## config.mk

```make
export PLATFORM = sky130hd
export DESIGN_NAME = snr_div_cell
export DESIGN_NICKNAME = d
export VERILOG_FILES = /design/src/design/snell_refraction_vector_macros.svh /design/src/design/snr_pkg.sv /design/src/design/snr_div_cell.sv
export SDC_FILE = /design/constraint.sdc
export NUM_CORES = 1
export LEC_CHECK = 0
export BUFFER_PORTS_ARGS = -buffer_cell sky130_fd_sc_hd__buf_2
export CAP_MARGIN = 30
export CORE_UTILIZATION = 50
export CTS_BUF_LIST = sky130_fd_sc_hd__clkbuf_4
export CTS_CLUSTER_SIZE = 40
export DETAILED_ROUTE_END_ITERATION = 10
export PLACE_DENSITY = 0.91
export SYNTH_ARGS = -nofsm -noshare
export SYNTH_HDL_FRONTEND = slang
export SYNTH_SLANG_ARGS = --single-unit
export TNS_END_PERCENT = 20
```

## constraint.sdc

```tcl
create_clock -name clk -period 3.61 [get_ports clk]
set_clock_uncertainty 0.15 [all_clocks]
set_input_delay 0.361 -clock clk [delete_from_list [all_inputs] [get_ports clk]]
set_output_delay 0.361 -clock clk [all_outputs]
set_load 0.005 [all_outputs]
```

## src/design/snell_refraction_vector_macros.svh

```systemverilog
// assertion macros for the refraction pipeline
`ifndef SNELL_REFRACTION_VECTOR_MACROS_SVH
`define SNELL_REFRACTION_VECTOR_MACROS_SVH
// same-cycle implication, checked at every rising edge out of reset
`define SNR_ASSERT_IMP(label, ante, cons) \
  label: assert property (@(posedge clk) disable iff (!rst_n) (ante) |-> (cons)) \
    else $error("snr assertion failed");
// next-cycle implication
`define SNR_ASSERT_NXT(label, ante, cons) \
  label: assert property (@(posedge clk) disable iff (!rst_n) (ante) |=> (cons)) \
    else $error("snr assertion failed");
`endif

```

## src/design/snr_pkg.sv

```systemverilog
`timescale 1ns / 1ps
`default_nettype none
// shared types, constants and helpers of the refraction pipeline
package snr_pkg;

  localparam int SQRT_STEPS  = 32;
  localparam int DIV_STEPS   = 32;
  localparam int UNIT_LAT    = 6 + SQRT_STEPS + DIV_STEPS + 1;
  localparam int MID_LAT     = 4 + SQRT_STEPS + 4 + SQRT_STEPS + 3;
  localparam int TOP_LAT     = 2 * UNIT_LAT + MID_LAT;
  localparam int IN_TDATA_W  = 256;
  localparam int OUT_TDATA_W = 96;
  localparam int OUT_TUSER_W = 2;
  localparam int TUSER_TIR   = 0;
  localparam int TUSER_DEG   = 1;

  localparam logic [63:0] ONE_Q60  = 64'h1000_0000_0000_0000;
  localparam logic [63:0] HALF_Q30 = 64'h0000_0000_2000_0000;
  localparam logic [31:0] ONE_Q30  = 32'h4000_0000;
  localparam logic [31:0] ETA_MAX  = 32'hFFFF_FFFF;

  // one step of the bit-pair square root
  typedef struct packed {
    logic [63:0] x;
    logic [33:0] rem;
    logic [31:0] root;
  } sq_t;

  // one step of the restoring divider
  typedef struct packed {
    logic [31:0] rem;
    logic [31:0] lo;
    logic [31:0] q;
    logic [31:0] dvs;
  } dv_t;

  function automatic logic [5:0] msb_pos(input logic [63:0] v);
    logic [5:0] p;
    p = '0;
    for (int i = 0; i < 64; i++) begin
      if (v[i]) begin
        p = 6'(i);
      end
    end
    return p;
  endfunction

endpackage
`default_nettype wire

```

## src/design/snr_div_cell.sv

```systemverilog
`timescale 1ns / 1ps
`default_nettype none
// one quotient bit of a pipelined restoring divider
module snr_div_cell (
  input  logic          clk,
  input  logic          en,
  input  snr_pkg::dv_t  cell_i,
  output snr_pkg::dv_t  cell_o
);

  logic [32:0]  t;
  logic [32:0]  diff;
  logic         ge;
  snr_pkg::dv_t cell_nxt;
  snr_pkg::dv_t cell_r;

  always_comb begin
    t            = {cell_i.rem, cell_i.lo[31]};
    diff         = t - {1'b0, cell_i.dvs};
    ge           = (t >= {1'b0, cell_i.dvs});
    cell_nxt.rem = ge ? diff[31:0] : t[31:0];
    cell_nxt.lo  = {cell_i.lo[30:0], 1'b0};
    cell_nxt.q   = {cell_i.q[30:0], ge};
    cell_nxt.dvs = cell_i.dvs;
  end

  always_ff @(posedge clk) begin
    if (en) begin
      cell_r <= cell_nxt;
    end
  end

  assign cell_o = cell_r;

endmodule
`default_nettype wire

```

# Word level (Yosys, flattened, before mapping)

Index checks and enable logic that the tools add are counted.

Bits of input ports: 130
Flip-flop bits (word level): 127
Word-level logic and storage cells: 7

Muxes and demuxes: 1
Add/sub/neg operators: 1
Order comparisons: 1

Operators with widths:

| kind                           | count |
|---|---|
| >= comparator 33 x 32 -> 1 bit | 1 |
| 2-to-1 mux 32 bit              | 1 |
| subtractor 32 bit              | 1 |

# Logic depth before layout (Yosys ltp)

Gate-level depths: netlist of run 1.

Word-level depth: 2
Gate-level depth with buffers: 13

# Worst setup path after synthesis of run 1

Ideal clock, no wire load.

Path kind: input-to-reg
Start point: input cell_i[23] (netlist name)
End point: register cell_r (netlist bit cell_o[100]), data pin
Path buffers: 2
Arrival time: 2.469 ns
Library setup time: 0.260 ns
Path slack: 0.731 ns
Stages on the path: 11
Data required time: 3.200 ns
Cells stage by stage: inv_1 > ha_1 > buf_6 > and3_1 > o21a_1 > a311oi_2 > o21ai_1 > or3b_1 > o21a_1 > buf_6 > mux2_4

RTL lines:

| what                   | RTL line           | source |
|---|---|---|
| start: declaration     | snr_div_cell.sv:7  | `input snr_pkg::dv_t cell_i,` |
| end signal: assignment | snr_div_cell.sv:29 | `cell_r <= cell_nxt;` |
| end: declaration       | snr_div_cell.sv:15 | `snr_pkg::dv_t cell_r;` |

==> qor.txt, run 1 <==
Post-Place Cells - 881
clock sink count - 127
syn_nets - 651
synth warn - 0
Highest Clock Rate - 291.2 MHz
Crit Path Max Fanout - 7
Reg clk slew, reported paths - 110 ps
Final Hold Vio Count - 0
Power Total - 3754 uW
first-pass GRT wire length - 30,740 um
Mapped Cells - 488
largest net degree at the start of global routing - 81
WP data required - 3760 ps
clock buffer depth - 2
max reg flops - 127
RSZ-0062 raised after global routing - no
Remaining DRCs - 0
Tmin final - 3435 ps
Mean Syn Cell Area - 12.61 um^2
CP max-delay cell - dlygate4sd3_1
Area Growth Syn to Fin - 46.29%
Placement Cell Area - 7589 um^2
LEAKAGE - 0.004032 uW
worst vdd ir - 0.2300 mV
layout net count - 1,029
Power Density - 417.1 nW/um^2
worst hold path stage count - 3
drt pass-1 iters - 5
Critical Path, Cell by Cell - dlygate4sd3_1 > buf_2 > inv_1 > ha_1 > fa_1 > nor2b_1 > o2111ai_1 > a21oi_1 > o31ai_1 > a21oi_2 > a211oi_1 > xnor2_1 > mux2_4
post-synth top area cell - edfxtp_1
Vias - 5,725
HP Start - cell_i[110]
final wirelength - 20,990 um
area share of the largest cell type after synthesis - 61.99%
Async SR Flop Fraction - 0%
initial antenna violation count - 0
WS Path Type - in -> reg
Setup Buffers After CTS - 0
core area - 12,010 um^2
final core utilization - 74.93%
worst-margin pin slew - 568.3 ps
commonest non-fill, non-tap cell in the layout - buf_2
Root Driver - clkbuf_4
IO Pins - 258
crit path launch - cell_i[95]
Slew Limit Fails - 0
number of synthesized flops with an enable pin - 127
Setup TNS - 0 ps
Yosys reg bits - 127
Slew HR - 61.14%
TritonCTS clock tree - yes
CTS buffer count - 17
Layout fillers - 723
Horiz. Die Dim - 112.9 um
vias in the first global route - 5,594
Distinct cells, synth - 50
Max Cap Violations - 0
antenna viol nets, final - 0
sequential element share of the synthesized area - 61.99%
number of DRC markers in iteration 0 - 519
post-DP HPWL - 12,470 um
wire per inst - 20.46 um
Worst Setup End Kind - register
Initial Util - 51.22%
synth top area cells - edfxtp_1 62%, ha_1 6.5%, a21oi_1 4.4%
ant diodes - 0
share of layout cells above drive strength 1 - 35.04%
post-route insts no fill - 1,026
most frequent cells in the layout - 254 x buf_2, 127 x edfxtp_1, 113 x dlygate4sd3_1
Die H - 112.9 um
final setup fails - 0
routability congestion estimate - 0.8677
Data arrival, critical path - 3580 ps
status - finished clean
Final period util - 95.14%
GRT Total Usage - 32.78%
final instance area - 9000 um^2
port bufs - 255
CTS H-tree depth - 4
remaining global-route overflow - 0
Hold WC Path Type - in -> reg
vias per cell - 5.580
Slowest Stage Delay on Critical Path - 560 ps
die area - 12,750 um^2
startpoint types - input pin
Cell Rows - 40
Post-Syn Area - 6152 um^2
Top FF cell, synth - edfxtp_1
## area by class of cell
| cell class | count | area [um^2] | area share (%) |
|---|---|---|---|
| clock inverter | 14 | 138.9 | 1.543 |
| clock buffer | 18 | 135.1 | 1.501 |
| tap | 147 | 183.9 | 2.044 |
| sequential | 127 | 3814 | 42.37 |
| multi-input combinational | 297 | 2054 | 22.83 |
| timing repair buffer | 377 | 2501 | 27.79 |
| inverter | 46 | 172.7 | 1.919 |
## stage by stage
stage	hold slack [ps]	worst slack [ps]
final	15.63	175.3
after global routing	3.672	84.26
after CTS	2.840	152.6
after detailed placement	389.2	155.0
after global placement	387.6	227.4
after floorplan	309.9	730.9
## worst max-delay path, delay by kind of cell
| kind | cells | cell delay [ps] |
|---|---|---|
| AOI/OAI and AO/OA | 5 | 1190 |
| adders and majority gates | 2 | 640 |
| buffers and inverters | 3 | 740 |
| xor gates and xnor gates | 1 | 170 |
| and+or+nand+nor | 1 | 220 |
| muxes | 1 | 260 |
## cells in the mapped netlist (3+ instances only)
library cell	n
o21a_1	6
xor2_1	10
ha_1	32
buf_2	5
nor3_1	3
a21oi_1	54
clkbuf_1	6
nand2_1	24
o31ai_1	7
a21o_1	8
and2_1	3
o21ai_1	4
mux2_4	8
a2111oi_0	3
xnor2_1	16
inv_1	46
nand2b_1	7
nor2_1	37
edfxtp_1	127
buf_6	5
nand4_1	8
a211oi_1	3
o21ai_0	17
nand3_1	8
o21bai_1	5
## kinds of logic (layout without fill, tap and decap cells)
group | after synthesis | after routing | synth area share, %
and+or+nand+nor | 107 | 107 | 8.501
AOI/OAI and AO/OA | 120 | 120 | 11.90
DFF | 127 | 127 | 61.99
muxes | 10 | 10 | 2.278
xor gates and xnor gates | 26 | 26 | 3.701
adders and majority gates | 33 | 33 | 6.833
buffers and inverters | 64 | 455 | 4.739
other | 1 | 1 | 0.06095
## what timing repair did
item,4_1_cts,5_1_grt
hold buffers,109,4
gates resized for setup,0,1
endpoints found under the setup margin,0,11
hold endpoints to repair,109,4
## path summary, 6_finish.rpt
check	to	slack, ps
worst min-delay path	cell_o[111]	20
worst max-delay path	cell_o[126]	180
## power by group
group | leakage, uW | switching, uW | internal (uW) | total (uW)
clock network | 0.000142 | 580 | 417 | 997
registers | 0.00124 | 50.9 | 1800 | 1850
logic | 0.00265 | 470 | 433 | 903
## routing by layer
layer  part of all wire (%)  global-route usage, %  wire, um  up-vias
met5                      0                      0         0        -
met4                    4.9                  16.93      1025        0
met3                    9.6                  10.34      2019       76
met2                     50                  57.37     10470      408
met1                     36                  35.86      7473     2687
li1                       -                      -         -     2554
Note: power is estimated with default switching activity, not from simulation.
==> inputs of run 2 (changes only) <==
PLACE_DENSITY = 0.83   (was 0.91)
==> qor.txt, run 2 (synthesized netlist as in run 1, its figures left out) <==
status - finished clean (unchanged)
Final Hold Vio Count - 0 (unchanged)
Max Cap Violations - 0 (unchanged)
Root Driver - clkbuf_4 (unchanged)
max reg flops - 127 (unchanged)
hold endpoint - cell_o[98] (was cell_o[111])
Slew Limit Fails - 0 (unchanged)
Horiz. Die Dim - 112.9 um (unchanged)
Initial Util - 51.22% (unchanged)
Area Growth Syn to Fin - 47.41% (was 46.29%)
commonest non-fill, non-tap cell in the layout - buf_2 (unchanged)
RSZ-0062 raised after global routing - no (unchanged)
drt pass-1 iters - 4 (was 5)
WS Path Type - in -> reg (unchanged)
startpoint types - input pin (unchanged)
CTS H-tree depth - 4 (unchanged)
Vias - 5,525 (was 5,725)
Placement Cell Area - 7584 um^2 (was 7589 um^2)
worst slack at placement - 314.8 ps (was 155.0 ps)
Remaining DRCs - 0 (unchanged)
Reg clk slew, reported paths - 120 ps (was 110 ps)
CTS resizes - 0 (unchanged)
Hold WC Path Type - in -> reg (unchanged)
vias in the first global route - 5,532 (was 5,594)
remaining global-route overflow - 0 (unchanged)
first-pass GRT wire length - 29,810 um (was 30,740 um)
worst vdd ir - 0.2657 mV (was 0.2300 mV)
post-route setup slack - 266.7 ps (was 175.3 ps)
core area - 12,010 um^2 (unchanged)
Post-Place Cells - 877 (was 881)
Crit Path Max Fanout - 5 (was 7)
port bufs - 255 (unchanged)
Power Density - 413.1 nW/um^2 (was 417.1 nW/um^2)
Cell Rows - 40 (unchanged)
WP data required - 3780 ps (was 3760 ps)
vias per cell - 5.364 (was 5.580)
Tmin final - 3343 ps (was 3435 ps)
TritonCTS clock tree - yes (unchanged)
Slew HR - 64.63% (was 61.14%)
post-DP HPWL - 12,390 um (was 12,470 um)
CTS buffer count - 17 (unchanged)
post-route insts no fill - 1,030 (was 1,026)
Die H - 112.9 um (unchanged)
HP Start - cell_i[97] (was cell_i[110])
antenna viol nets, final - 0 (unchanged)
final wirelength - 19,840 um (was 20,990 um)
hold_ws - 26.65 ps (was 15.63 ps)
final setup fails - 0 (unchanged)
clock buffer depth - 2 (unchanged)
LEAKAGE - 0.004051 uW (was 0.004032 uW)
wire per inst - 19.26 um (was 20.46 um)
worst hold path stage count - 3 (unchanged)
share of layout cells above drive strength 1 - 34.47% (was 35.04%)
Worst Setup End Kind - register (unchanged)
routability congestion estimate - 0.9046 (was 0.8677)
IO Pins - 258 (unchanged)
Final period util - 92.61% (was 95.14%)
worst-margin pin slew - 517.1 ps (was 568.3 ps)
clock sink count - 127 (unchanged)
GRT Total Usage - 31.66% (was 32.78%)
Setup TNS - 0 ps (unchanged)
layout net count - 1,033 (was 1,029)
Data arrival, critical path - 3520 ps (was 3580 ps)
die area - 12,750 um^2 (unchanged)
initial antenna violation count - 1 (was 0)
final instance area - 9069 um^2 (was 9000 um^2)
number of DRC markers in iteration 0 - 433 (was 519)
largest net degree at the start of global routing - 76 (was 81)
Highest Clock Rate - 299.1 MHz (was 291.2 MHz)
most frequent cells in the layout - 254 x buf_2, 127 x edfxtp_1, 121 x dlygate4sd3_1 (was 254 x buf_2, 127 x edfxtp_1, 113 x dlygate4sd3_1)
## run 2: cell count changes in the layout (fill, tap and decap cells not counted)
cell	previous run	this run
dlygate4sd3_1	113	121
buf_4	8	2
clkinv_4	0	3
buf_12	0	2
inv_6	4	2
clkbuf_4	18	17
clkinv_1	3	2
diode_2	0	1
o21a_2	0	1
o21a_4	1	0
## run 2: repair_timing
item                                    in CTS  in global routing
setup buffers                                0                  0
hold endpoints to repair                   121                  0
hold buffers                               121                  0
endpoints found under the setup margin       0                  0
## run 2: area by class of cell
type | instances | area [um^2]
diodes | 1 | 2.502
clock buffers | 17 | 127.6
clock inverters | 14 | 143.9
fillers | 723 | 2943
inverters | 46 | 172.7
multi-input cells | 297 | 2048
flip-flops and latches | 127 | 3814
well taps | 147 | 183.9
repair buffers | 381 | 2576
## run 2: critical path: stages
cell	delay [ps]
dlygate4sd3_1	570
buf_2	150
inv_1	50
ha_1	350
o21ai_0	170
a21oi_1	80
a2111oi_0	440
nor2_1	220
a2111oi_0	540
o31ai_1	160
xor2_1	170
mux2_4	260
## run 2: metal layers
metal | GRT usage (%) | share of wire [%] | vias to the layer above
met5 | 0 | 0 | -
met4 | 18.16 | 5.1 | 0
met3 | 8.570 | 7.7 | 70
met2 | 56.01 | 50 | 291
met1 | 34.33 | 37 | 2602
li1 | - | - | 2562
## run 2: worst max path at each step
| stage | to | slack (ps) | start |
|---|---|---|---|
| 2_1_floorplan | cell_o[100] | 730 | cell_i[23] |
| 3_3_place_gp | cell_o[127] | 380 | cell_i[12] |
| 3_5_place_dp | cell_o[127] | 310 | cell_i[12] |
| 4_1_cts | cell_o[127] | 390 | cell_i[12] |
| 5_1_grt | cell_o[127] | 50 | cell_i[12] |
| 6_report | cell_o[127] | 270 | cell_i[2] |
## run 2: where the power goes
group          leakage [uW]  internal, uW  switching (uW)  total, uW
Clock              0.000139           405             594        999
Sequential          0.00124          1800            49.3       1850
Combinational       0.00267           439             456        895
## run 2: per-stage QoR
step	util [%]	power (uW)
after floorplan	-	2281
after global placement	62.91	2597
after detailed placement	63.14	2630
after CTS	75.48	3685
after global routing	75.50	3884
final	75.50	3746
