==> src/design/snell_refraction_vector_macros.svh <==
// assertion macros for the refraction pipeline
`ifndef SNELL_REFRACTION_VECTOR_MACROS_SVH
`define SNELL_REFRACTION_VECTOR_MACROS_SVH
// same-cycle implication, checked at every rising edge out of reset
`define SNR_ASSERT_IMP(label, ante, cons) \
  label: assert property (@(posedge clk) disable iff (!rst_n) (ante) |-> (cons)) \
    else $error("snr assertion failed");
// next-cycle implication
`define SNR_ASSERT_NXT(label, ante, cons) \
  label: assert property (@(posedge clk) disable iff (!rst_n) (ante) |=> (cons)) \
    else $error("snr assertion failed");
`endif

==> src/design/snr_pkg.sv <==
`timescale 1ns / 1ps
`default_nettype none
// shared types, constants and helpers of the refraction pipeline
package snr_pkg;

  localparam int SQRT_STEPS  = 32;
  localparam int DIV_STEPS   = 32;
  localparam int UNIT_LAT    = 6 + SQRT_STEPS + DIV_STEPS + 1;
  localparam int MID_LAT     = 4 + SQRT_STEPS + 4 + SQRT_STEPS + 3;
  localparam int TOP_LAT     = 2 * UNIT_LAT + MID_LAT;
  localparam int IN_TDATA_W  = 256;
  localparam int OUT_TDATA_W = 96;
  localparam int OUT_TUSER_W = 2;
  localparam int TUSER_TIR   = 0;
  localparam int TUSER_DEG   = 1;

  localparam logic [63:0] ONE_Q60  = 64'h1000_0000_0000_0000;
  localparam logic [63:0] HALF_Q30 = 64'h0000_0000_2000_0000;
  localparam logic [31:0] ONE_Q30  = 32'h4000_0000;
  localparam logic [31:0] ETA_MAX  = 32'hFFFF_FFFF;

  // one step of the bit-pair square root
  typedef struct packed {
    logic [63:0] x;
    logic [33:0] rem;
    logic [31:0] root;
  } sq_t;

  // one step of the restoring divider
  typedef struct packed {
    logic [31:0] rem;
    logic [31:0] lo;
    logic [31:0] q;
    logic [31:0] dvs;
  } dv_t;

  function automatic logic [5:0] msb_pos(input logic [63:0] v);
    logic [5:0] p;
    p = '0;
    for (int i = 0; i < 64; i++) begin
      if (v[i]) begin
        p = 6'(i);
      end
    end
    return p;
  endfunction

endpackage
`default_nettype wire

==> src/design/snr_sqrt_cell.sv <==
`timescale 1ns / 1ps
`default_nettype none
// one bit of a pipelined integer square root
module snr_sqrt_cell (
  input  logic          clk,
  input  logic          en,
  input  snr_pkg::sq_t  cell_i,
  output snr_pkg::sq_t  cell_o
);

  logic [35:0]  t;
  logic [35:0]  trial;
  logic [35:0]  diff;
  logic         ge;
  snr_pkg::sq_t cell_nxt;
  snr_pkg::sq_t cell_r;

  always_comb begin
    t             = {cell_i.rem, cell_i.x[63:62]};
    trial         = {2'b00, cell_i.root, 2'b01};
    diff          = t - trial;
    ge            = (t >= trial);
    cell_nxt.x    = {cell_i.x[61:0], 2'b00};
    cell_nxt.rem  = ge ? diff[33:0] : t[33:0];
    cell_nxt.root = {cell_i.root[30:0], ge};
  end

  always_ff @(posedge clk) begin
    if (en) begin
      cell_r <= cell_nxt;
    end
  end

  assign cell_o = cell_r;

endmodule
`default_nettype wire

==> config.mk <==
export PLATFORM = sky130hd
export DESIGN_NAME = snr_sqrt_cell
export DESIGN_NICKNAME = d
export VERILOG_FILES = /design/src/design/snell_refraction_vector_macros.svh /design/src/design/snr_pkg.sv /design/src/design/snr_sqrt_cell.sv
export SDC_FILE = /design/constraint.sdc
export NUM_CORES = 1
export LEC_CHECK = 0
export BUFFER_PORTS_ARGS = -buffer_cell sky130_fd_sc_hd__buf_4
export CAP_MARGIN = 20
export CORE_ASPECT_RATIO = 0.9
export CORE_UTILIZATION = 49
export CTS_CLUSTER_DIAMETER = 40
export DETAILED_ROUTE_END_ITERATION = 8
export PLACE_DENSITY = 0.81
export RECOVER_POWER = 100
export SETUP_SLACK_MARGIN = 0.1
export SLEW_MARGIN = 20
export SYNTH_ARGS = -nofsm -noshare
export SYNTH_HDL_FRONTEND = slang
export SYNTH_SLANG_ARGS = --single-unit
==> constraint.sdc <==
create_clock -name clk -period 3.45 [get_ports clk]
set_input_delay 0.69 -clock clk [delete_from_list [all_inputs] [get_ports clk]]
set_output_delay 0.69 -clock clk [all_outputs]
set_load 0.05 [all_outputs]
==> After elaboration in Yosys (flattened, before gate mapping) <==
Cells that the tools add are included.
{ "totals": {"regBits": 128, "wordCells": 6, "output_inout_bits": 130} }
{ "op_classes": {"add_sub_neg": 1, "order_cmp": 1, "muxes": 1} }
{ "ops": {"columns": ["cell", "count"], "rows": [
  ["36-bit by 34-bit >= comparator with 1-bit output", 1],
  ["34-bit two-way mux", 1],
  ["34-bit subtractor", 1]
]} }

==> Longest topological paths before layout <==
Gate-level depths: netlist of the first run.
{ "logic_depth": {"word_depth": 2, "ltp_mapped": 13} }

==> Least setup slack after synthesis of the first run <==
No wires, ideal clock.
{ "synth_path": {"kind": "in2reg", "from": "input port cell_i[9] in the netlist's numbering", "to": "register cell_r, in the netlist cell_o[59], data pin", "n_path_buf": 0, "t_required_ns": 3.190, "slack_ns": 0.501, "arrival_time_ns": 2.689, "cell_stages": 10, "setup_time_ns": 0.260, "cell_sequence": "inv_1 -> ha_1 -> a21o_1 -> a31o_1 -> a211oi_4 -> o211ai_2 -> a21bo_2 -> mux2i_1 -> o221ai_1 -> mux2_4"} }
{ "synth_rtl": {"columns": ["element", "line", "rtl"], "rows": [
  ["start: declaration", "snr_sqrt_cell.sv:7", "input snr_pkg::sq_t cell_i,"],
  ["end signal: assignment", "snr_sqrt_cell.sv:30", "cell_r <= cell_nxt;"],
  ["end: declaration", "snr_sqrt_cell.sv:16", "snr_pkg::sq_t cell_r;"]
]} }

==> results of run 1 <==
## power breakdown
group	internal [W]	switching, W	total [W]
clock	0.00106	0.000687	0.00174
combinational	0.000337	0.000961	0.00130
sequential	0.00191	0.0000439	0.00195
total	0.00330	0.00169	0.00499
## path summary, 6_finish.rpt
check                   start          end  slack, ns  depth (start not counted)
setup / recovery   cell_i[15]   cell_o[35]       0.42                         11
hold / removal    cell_i[103]  cell_o[105]       0.46                          1
## cell usage in the layout, fill, tap and decap left out, types with 3 or more instances in the layout
master	count
o21ai_1	3
o31ai_1	5
nand4_1	7
clkbuf_4	81
nand2b_1	5
o41ai_2	3
clkbuf_16	17
nand2_1	58
o21a_1	3
mux2i_1	4
a21oi_1	28
a21o_1	19
ha_1	34
clkinvlp_4	3
nor3_1	10
xnor2_1	14
and2_1	3
buf_4	44
and3_2	3
inv_1	42
nor2_1	18
edfxtp_1	128
clkbuf_1	142
a31oi_1	4
xor2_1	13
clkinv_4	4
nand3_1	6
o21ai_0	42
## per-layer routing
layer	track usage, %	wire (um)	vias to the layer above
met1	29.58	6848	2368
met3	6.483	1318	30
met5	0	0	-
met2	44.28	8705	213
li1	-	-	2416
met4	11.55	405	0
## stage by stage
step | total power, W | setup WS (ns)
after floorplan | 0.002918 | 0.5012
after global routing | 0.005150 | 0.2376
after detailed placement | 0.003422 | 0.1868
after CTS | 0.005155 | 0.6187
after global placement | 0.003398 | 0.2544
final | 0.004994 | 0.4206
## logic make-up (layout without fill, tap and decap cells)
| logic type | count (synthesis) | in the layout | synth area share [%] |
|---|---|---|---|
| buffers and inverters | 59 | 342 | 4.081 |
| other | 1 | 2 | 0.05938 |
| XOR/XNOR | 27 | 27 | 3.745 |
| adder cells (fa/ha/maj) | 34 | 34 | 6.737 |
| flip-flops | 128 | 128 | 60.87 |
| AO/OA/AOI/OAI | 133 | 133 | 14.76 |
| multiplexers | 5 | 5 | 0.8718 |
| AND/OR/NAND/NOR | 120 | 120 | 8.877 |
## layout make-up
cell class                      count  area [sq um]  share of cell area (%)
Clock buffer                       18         429.2                   5.073
Sequential cell                   128          3844                   45.44
Tap cell                          160         200.2                   2.367
Timing Repair Buffer              268          1478                   17.47
Clock inverter                     13         140.1                   1.657
Inverter                           43         162.7                   1.923
Multi-Input combinational cell    321          2206                   26.08
==> results_dict.tcl, run 1 <==
set metrics [dict create \
    status "finished, violations left" \
    violations "capacitance limit, slew limit" \
    wl_um 17280 \
    cts_tree "built" \
    largest_register_ffs 128 \
    synth_flop_cell "edfxtp_1" \
    synthMostInstantiatedCell "edfxtp_1" \
    antenna_left 0 \
    finalCriticalPeriod_ns 3.029 \
    netlist_instances 507 \
    post_drt_via_cell_ratio 5.286 \
    dpl.cell_count 920 \
    io_pins 262 \
    yosysUniqueCellTypes 62 \
    cp.required_ns 3.60 \
    cp_num_buf_inv 3 \
    grt_usage_pct 25.41 \
    path_cells "clkbuf_1, inv_1, ha_1, a21o_1, a221oi_1, o31a_1, o221ai_1, a211oi_1, o21a_1, clkbuf_2, o21ai_0" \
    portBuffers 259 \
    yosys-top-cells-area "edfxtp_1 61%, ha_1 6.7%, nand2_1 3.4%, o21ai_0 3.2%, inv_1 2.5%" \
    hpwl_um 13070 \
    cts_root_buf "clkbuf_16" \
    areaGrowthSynthToFinish_pct 33.96 \
    cpLargestDelayFamily "compound AO/OA/AOI/OAI gates" \
    die_h_um 109.7 \
    design_area_sq_um 8459 \
    drc 0 \
    setup_viol 0 \
    core_sq_um 12310 \
    placed_area_sq_um 8453 \
    drive_above_1_share_pct 22.25 \
    hold_viol 0 \
    synth-edff-count 128 \
    h-tree-depth 4 \
    min_path_type "in2reg" \
    dieArea_sq_um 13350 \
    finish.utilization_pct 68.70 \
    grt_max_degree 72 \
    ys_warn_count 0 \
    nets 945 \
    hold_buffers 0 \
    antennaDiodeCount 0 \
    ys_ff_latch 128 \
    seq_area_frac_synth_pct 60.87 \
    dr.pass1.iters 6 \
    clock.fmax_mhz 330.1 \
    cp-end-kind "flip-flop" \
    maxSlewHeadroom_pct -17.61 \
    grt_first_pass_wirelength_um 25060 \
    gr-total-overflow 0 \
    setup_tns_ns 0 \
    crit_path_max_fanout 17 \
    p_leak_nw 3.447 \
    slew_viol_final 72 \
    grt_pass1_vias 4827 \
    drtIter0Drc 338 \
    start_util_pct 51.28 \
    fin_cells 951 \
    cts_buffers 17 \
    synth_top_area_cell "edfxtp_1" \
    worstMarginPinSlew_ns 1.764 \
    drv_cap 1 \
    avgSynthCellArea_sq_um 12.46 \
    clk_pin_slew_ns 0.06 \
    fillers 1018 \
    max_stage_delay_ns 0.36 \
    gp_congestion 0.8521 \
    critPathKind "in2reg" \
    dieWidth_um 121.7 \
    cp.arrival_ns 3.18 \
    ir_drop_uv 321.4 \
    rows 38 \
    clockBufferDepth 2 \
    synth.top_cell.area_share_pct 60.87 \
    numClockSinks 128 \
    post_cts_buffers 0 \
    vias 5027 \
    netlist_top_cells_count "128 x edfxtp_1, 58 x nand2_1, 42 x inv_1" \
    crit_slowest_cell "clkbuf_2" \
    syn_area_sq_um 6315 \
    period_share_pct 87.81 \
    pwr_density_cell_nw_per_um2 590.4 \
    antenna_found_initial 0 \
    ctsResizeCount 0 \
    async_reset_ff_share_pct 0 \
    startpoint_type "input pin" \
    rsz0062_at_grt "false" \
    wl_per_cell_um 18.17 \
    whs_ns 0.4604 \
]
Note: power is estimated with default switching activity, not from simulation.
==> inputs of run 2 (changes only) <==
Settings changed: ABC_AREA from default to 1, CORE_UTILIZATION 49 to 50.
Clock period 3.45 ns to 3 ns, I/O delays scaled along.
==> run 2 against run 1 <==
Against the previous run:
- die area is 6.9% higher
- the run still ends with capacitance limit, slew limit left
- first-iteration DRC count rose by 36%
- largest power group unchanged
- clock power rose by 15%
- core utilization down 0.96 points
- sequential share of layout area shrank 3.1 points
- sequential power grew 15%
==> results_dict.tcl, run 2 <==
set metrics [dict create \
    drv_cap 1 \
    async_reset_ff_share_pct 0 \
    multi_input_area_sq_um 2452 \
    nets 1218 \
    start_util_pct 51.43 \
    ys_ff_latch 128 \
    cpLargestDelayFamily "buffers and inverters" \
    post_cts_buffers 0 \
    core_sq_um 13410 \
    finalCriticalPeriod_ns 2.555 \
    areaGrowthSynthToFinish_pct 31.71 \
    cp.required_ns 3.01 \
    drive_above_1_share_pct 16.26 \
    post_drt_via_cell_ratio 4.937 \
    clock.fmax_mhz 391.4 \
    synth_top_area_cell "edfxtp_1" \
    ys_warn_count 0 \
    netlist_instances 775 \
    antennaDiodeCount 0 \
    avgSynthCellArea_sq_um 8.900 \
    maxSlewHeadroom_pct -16.85 \
    grt_first_pass_wirelength_um 30790 \
    clk_pin_slew_ns 0.06 \
    gr-total-overflow 0 \
    pwr-share-seq_pct 38.7 \
    yosysUniqueCellTypes 25 \
    period_share_pct 85.16 \
    grt_max_degree 73 \
    antenna_found_initial 0 \
    dpl.cell_count 1201 \
    drtIter0Drc 459 \
    max_stage_delay_ns 1.36 \
    cts_root_buf "clkbuf_16" \
    pwr-share-clk_pct 34.6 \
    grt_pass1_vias 5711 \
    violations "capacitance limit, slew limit" \
    dr.pass1.iters 7 \
    critPathKind "in2reg" \
    worstMarginPinSlew_ns 1.753 \
    status "finished, violations left" \
    synth_flop_cell "edfxtp_1" \
    pwr_density_cell_nw_per_um2 637.0 \
    crit_slowest_cell "clkbuf_2" \
    mostFrequentLayoutCells "288 x nand2_1, 139 x inv_1, 135 x clkbuf_1" \
    path_cells "clkbuf_1, clkbuf_2" \
    min_path_type "in2reg" \
    switching_share_pct 34.70 \
    slew_viol_final 73 \
    cts_buffers 17 \
    cp-end-kind "flip-flop" \
    cts_tree "built" \
    p_leak_nw 4.346 \
    final_common_cell "nand2_1" \
    syn_area_sq_um 6898 \
    yosys-top-cells-area "edfxtp_1 56%, nand2_1 16%, inv_1 7.6%, ha_1 6.2%, nand3_1 2.8%" \
    internal_power_w 0.003778 \
    drc 0 \
    area.sequential_sq_um 3844 \
    cp.arrival_ns 2.56 \
    wl_per_cell_um 16.44 \
    setup_tns_ns 0 \
    dieWidth_um 125.8 \
    grt_usage_pct 28.77 \
    wl_um 20250 \
    p_comb_share_pct 26.7 \
    clockBufferDepth 2 \
    ir_drop_uv 366.2 \
    die_h_um 113.4 \
    gp_congestion 0.8903 \
    portBuffers 259 \
    switchingPower_w 0.002008 \
    synth-edff-count 128 \
    antenna_left 0 \
    rows 40 \
    cp_num_buf_inv 2 \
    crit_path_max_fanout 72 \
    hold_buffers 0 \
    seq_area_frac_synth_pct 55.72 \
    rsz0062_at_grt "false" \
    numClockSinks 128 \
    synth.top_cell.area_share_pct 55.72 \
    fillers 1179 \
    dieArea_sq_um 14270 \
    io_pins 262 \
    ctsResizeCount 0 \
    startpoint_type "input pin" \
    whs_ns 0.3768 \
    fin_cells 1232 \
    largest_register_ffs 128 \
    hpwl_um 15440 \
    synthMostInstantiatedCell "nand2_1" \
    setup_viol 0 \
    h-tree-depth 4 \
    vias 6082 \
    hold_viol 0 \
    netlist_top_cells_count "288 x nand2_1, 139 x inv_1, 128 x edfxtp_1" \
]
[run 2: cell count changes after synthesis, moves of 11 or more]
cell     before  now
nand2_1      58  288
inv_1        42  139
nand3_1       6   38
nor2_1       18   49
o21ai_0      41   13
a21o_1       19    0
xnor2_1      14    3
[run 2: cells by family after synthesis]
group,share of synthesized area (%)
flops,55.72
xor+xnor,2.286
simple gates,23.87
fa+ha+maj,6.167
other cells,0.05436
compound gates,3.211
buf+inv,8.689
[run 2: final timing paths]
check | start | to | cells after the start
worst max-delay path | en | cell_o[82] | 2
worst min-delay path | cell_i[114] | cell_o[116] | 1
[run 2: power groups by stage]
| stage | clock network [W] | registers, W | logic (W) |
|---|---|---|---|
| 6_report | 0.00200 | 0.00224 | 0.00155 |
| 3_3_place_gp | 0 | 0.00227 | 0.00168 |
| 5_1_grt | 0.00211 | 0.00225 | 0.00165 |
| 4_1_cts | 0.00203 | 0.00224 | 0.00171 |
| 2_1_floorplan | 0 | 0.00289 | 0.000476 |
| 3_5_place_dp | 0 | 0.00227 | 0.00170 |
[run 2: layout make-up]
cell class                      instances  area share, %
Sequential cell                       128          42.31
Multi-Input combinational cell        500          26.99
Timing Repair Buffer                  265          16.31
Inverter                              140          5.812
Clock buffer                           18          4.724
Tap cell                              168          2.314
Clock inverter                         13          1.542
[run 2: through the flow]
stage	area [sq um]	util, %	setup slack, ns	total power (W)
floorplan	6902	-	0.7479	0.003369
global placement	9059	67.54	0.3148	0.003943
detailed placement	9059	67.54	0.2779	0.003970
CTS	9628	71.78	0.6922	0.005979
global route	9085	67.73	0.3311	0.006014
finish	9085	67.73	0.4451	0.005787
[run 2: metal layers]
layer  vias to the layer above  part of all wire [%]  global-route usage [%]
li1                       3026                     -                       -
met1                      2789                    40                   33.50
met2                       246                    50                   50.85
met3                        21                   8.6                   9.193
met4                         0                   1.4                   8.916
met5                         -                     0                       0
==> inputs of run 3 (changes only) <==
Clock period 3 ns to 2.8 ns, I/O delays scaled along.
==> run 3 against run 2 <==
Against the previous run:
- the flow now finishes without violations
- core utilization rose by 0.50 points
- die area did not move
- cell area rose by 0.74%
- largest cell class unchanged
- highest routed layer unchanged
==> results_dict.tcl, run 3 (same netlist as run 2, synthesis figures left out) <==
set metrics [dict create \
    drtIter0Drc 402 \
    hold_viol 0 \
    drv_cap 0 \
    cp.arrival_ns 2.39 \
    fillers 1258 \
    cts_buffers 17 \
    min-delay-start "cell_i[110]" \
    cts_tree "built" \
    ctsResizeCount 0 \
    path_cells "clkbuf_2, clkbuf_1" \
    crit_slowest_cell "clkbuf_2" \
    mostFrequentLayoutCells "288 x nand2_1, 142 x clkbuf_1, 139 x inv_1" \
    grt_max_degree 54 \
    h-tree-depth 4 \
    ir_drop_uv 399.3 \
    cp-end-kind "flip-flop" \
    gr-total-overflow 0 \
    antennaDiodeCount 0 \
    grt_first_pass_wirelength_um 30940 \
    io_pins 262 \
    core_sq_um 13410 \
    cpLargestDelayFamily "buffers and inverters" \
    dieWidth_um 125.8 \
    min_to "cell_o[112]" \
    finish.utilization_pct 68.24 \
    dieArea_sq_um 14270 \
    final_common_cell "nand2_1" \
    switching_share_pct 34.82 \
    rows 40 \
    max_stage_delay_ns 0.97 \
    design_area_sq_um 9153 \
    p_comb_share_pct 26.0 \
    cp_num_buf_inv 2 \
    post_cts_buffers 0 \
    pwr_density_cell_nw_per_um2 697.0 \
    antenna_left 0 \
    switchingPower_w 0.002222 \
    post_drt_via_cell_ratio 4.913 \
    slew_viol_final 0 \
    vias 6073 \
    pwr-share-seq_pct 37.6 \
    portBuffers 259 \
    hold_buffers 0 \
    largest_register_ffs 128 \
    hpwl_um 15550 \
    numClockSinks 128 \
    p_leak_nw 4.367 \
    drc 0 \
    drive_above_1_share_pct 15.82 \
    placed_area_sq_um 9094 \
    nets 1221 \
    grt_pass1_vias 5823 \
    clk_pin_slew_ns 0.07 \
    startpoint_type "input pin" \
    hold_depth 1 \
    pwr-share-clk_pct 36.4 \
    start_util_pct 51.43 \
    die_h_um 113.4 \
    gp_congestion 0.9572 \
    wl_um 20530 \
    setup_viol 0 \
    areaGrowthSynthToFinish_pct 32.69 \
    crit_path_max_fanout 53 \
    worstMarginPinSlew_ns 1.378 \
    period_share_pct 83.49 \
    internal_power_w 0.004158 \
    min_path_type "in2reg" \
    clock.fmax_mhz 427.8 \
    cts_root_buf "clkbuf_16" \
    dr.pass1.iters 8 \
    setup_tns_ns 0 \
    status "complete, no violations" \
    clockBufferDepth 2 \
    critPathKind "in2reg" \
    maxSlewHeadroom_pct 8.133 \
    finalCriticalPeriod_ns 2.338 \
    rsz0062_at_grt "false" \
    antenna_found_initial 0 \
    cp.required_ns 2.85 \
    wl_per_cell_um 16.61 \
    grt_usage_pct 29.27 \
]
[run 3: how the worst max path moves through the flow]
stage	start	endpoint	slack (ns)	cells past startpoint
after global routing	cell_i[13]	cell_o[49]	0.25	15
final	en	cell_o[106]	0.46	2
after floorplan	cell_i[13]	cell_o[57]	0.59	15
after detailed placement	cell_i[16]	cell_o[49]	0.20	16
after CTS	cell_i[13]	cell_o[49]	0.64	16
after global placement	cell_i[0]	cell_o[63]	0.26	16
[run 3: final cells by class]
class	count	area [sq um]	area share, %
repair buffers	268	1511	16.51
clock inverters	15	181.4	1.982
well taps	168	210.2	2.297
flip-flops and latches	128	3844	42.00
clock buffers	17	425.4	4.648
multi-input cells	500	2452	26.79
inverters	140	528.0	5.769
[run 3: per-stage QoR]
step                total power (W)  hold slack, ns  cells  setup WS [ns]
global route               0.006612          0.3073   1236         0.2471
floorplan                  0.003610          0.6589    776         0.5879
global placement           0.004231          0.7379   1204         0.2642
detailed placement         0.004255          0.7394   1204         0.1980
CTS                        0.006578          0.2892   1236         0.6442
finish                     0.006380          0.3213   1236         0.4623
[run 3: power groups by stage]
stage	Combinational, W	Sequential (W)	Clock (W)
after floorplan	0.000510	0.00310	0
after global placement	0.00180	0.00243	0
after detailed placement	0.00182	0.00243	0
after CTS	0.00183	0.00240	0.00235
after global routing	0.00177	0.00241	0.00243
final	0.00166	0.00240	0.00232
[run 3: per-layer routing]
layer	track usage (%)	routed length, um	vias up
met5	0	0	-
met4	13.82	662	0
met3	8.630	1892	47
met2	50.81	10030	282
met1	33.48	7935	2720
li1	-	-	3024
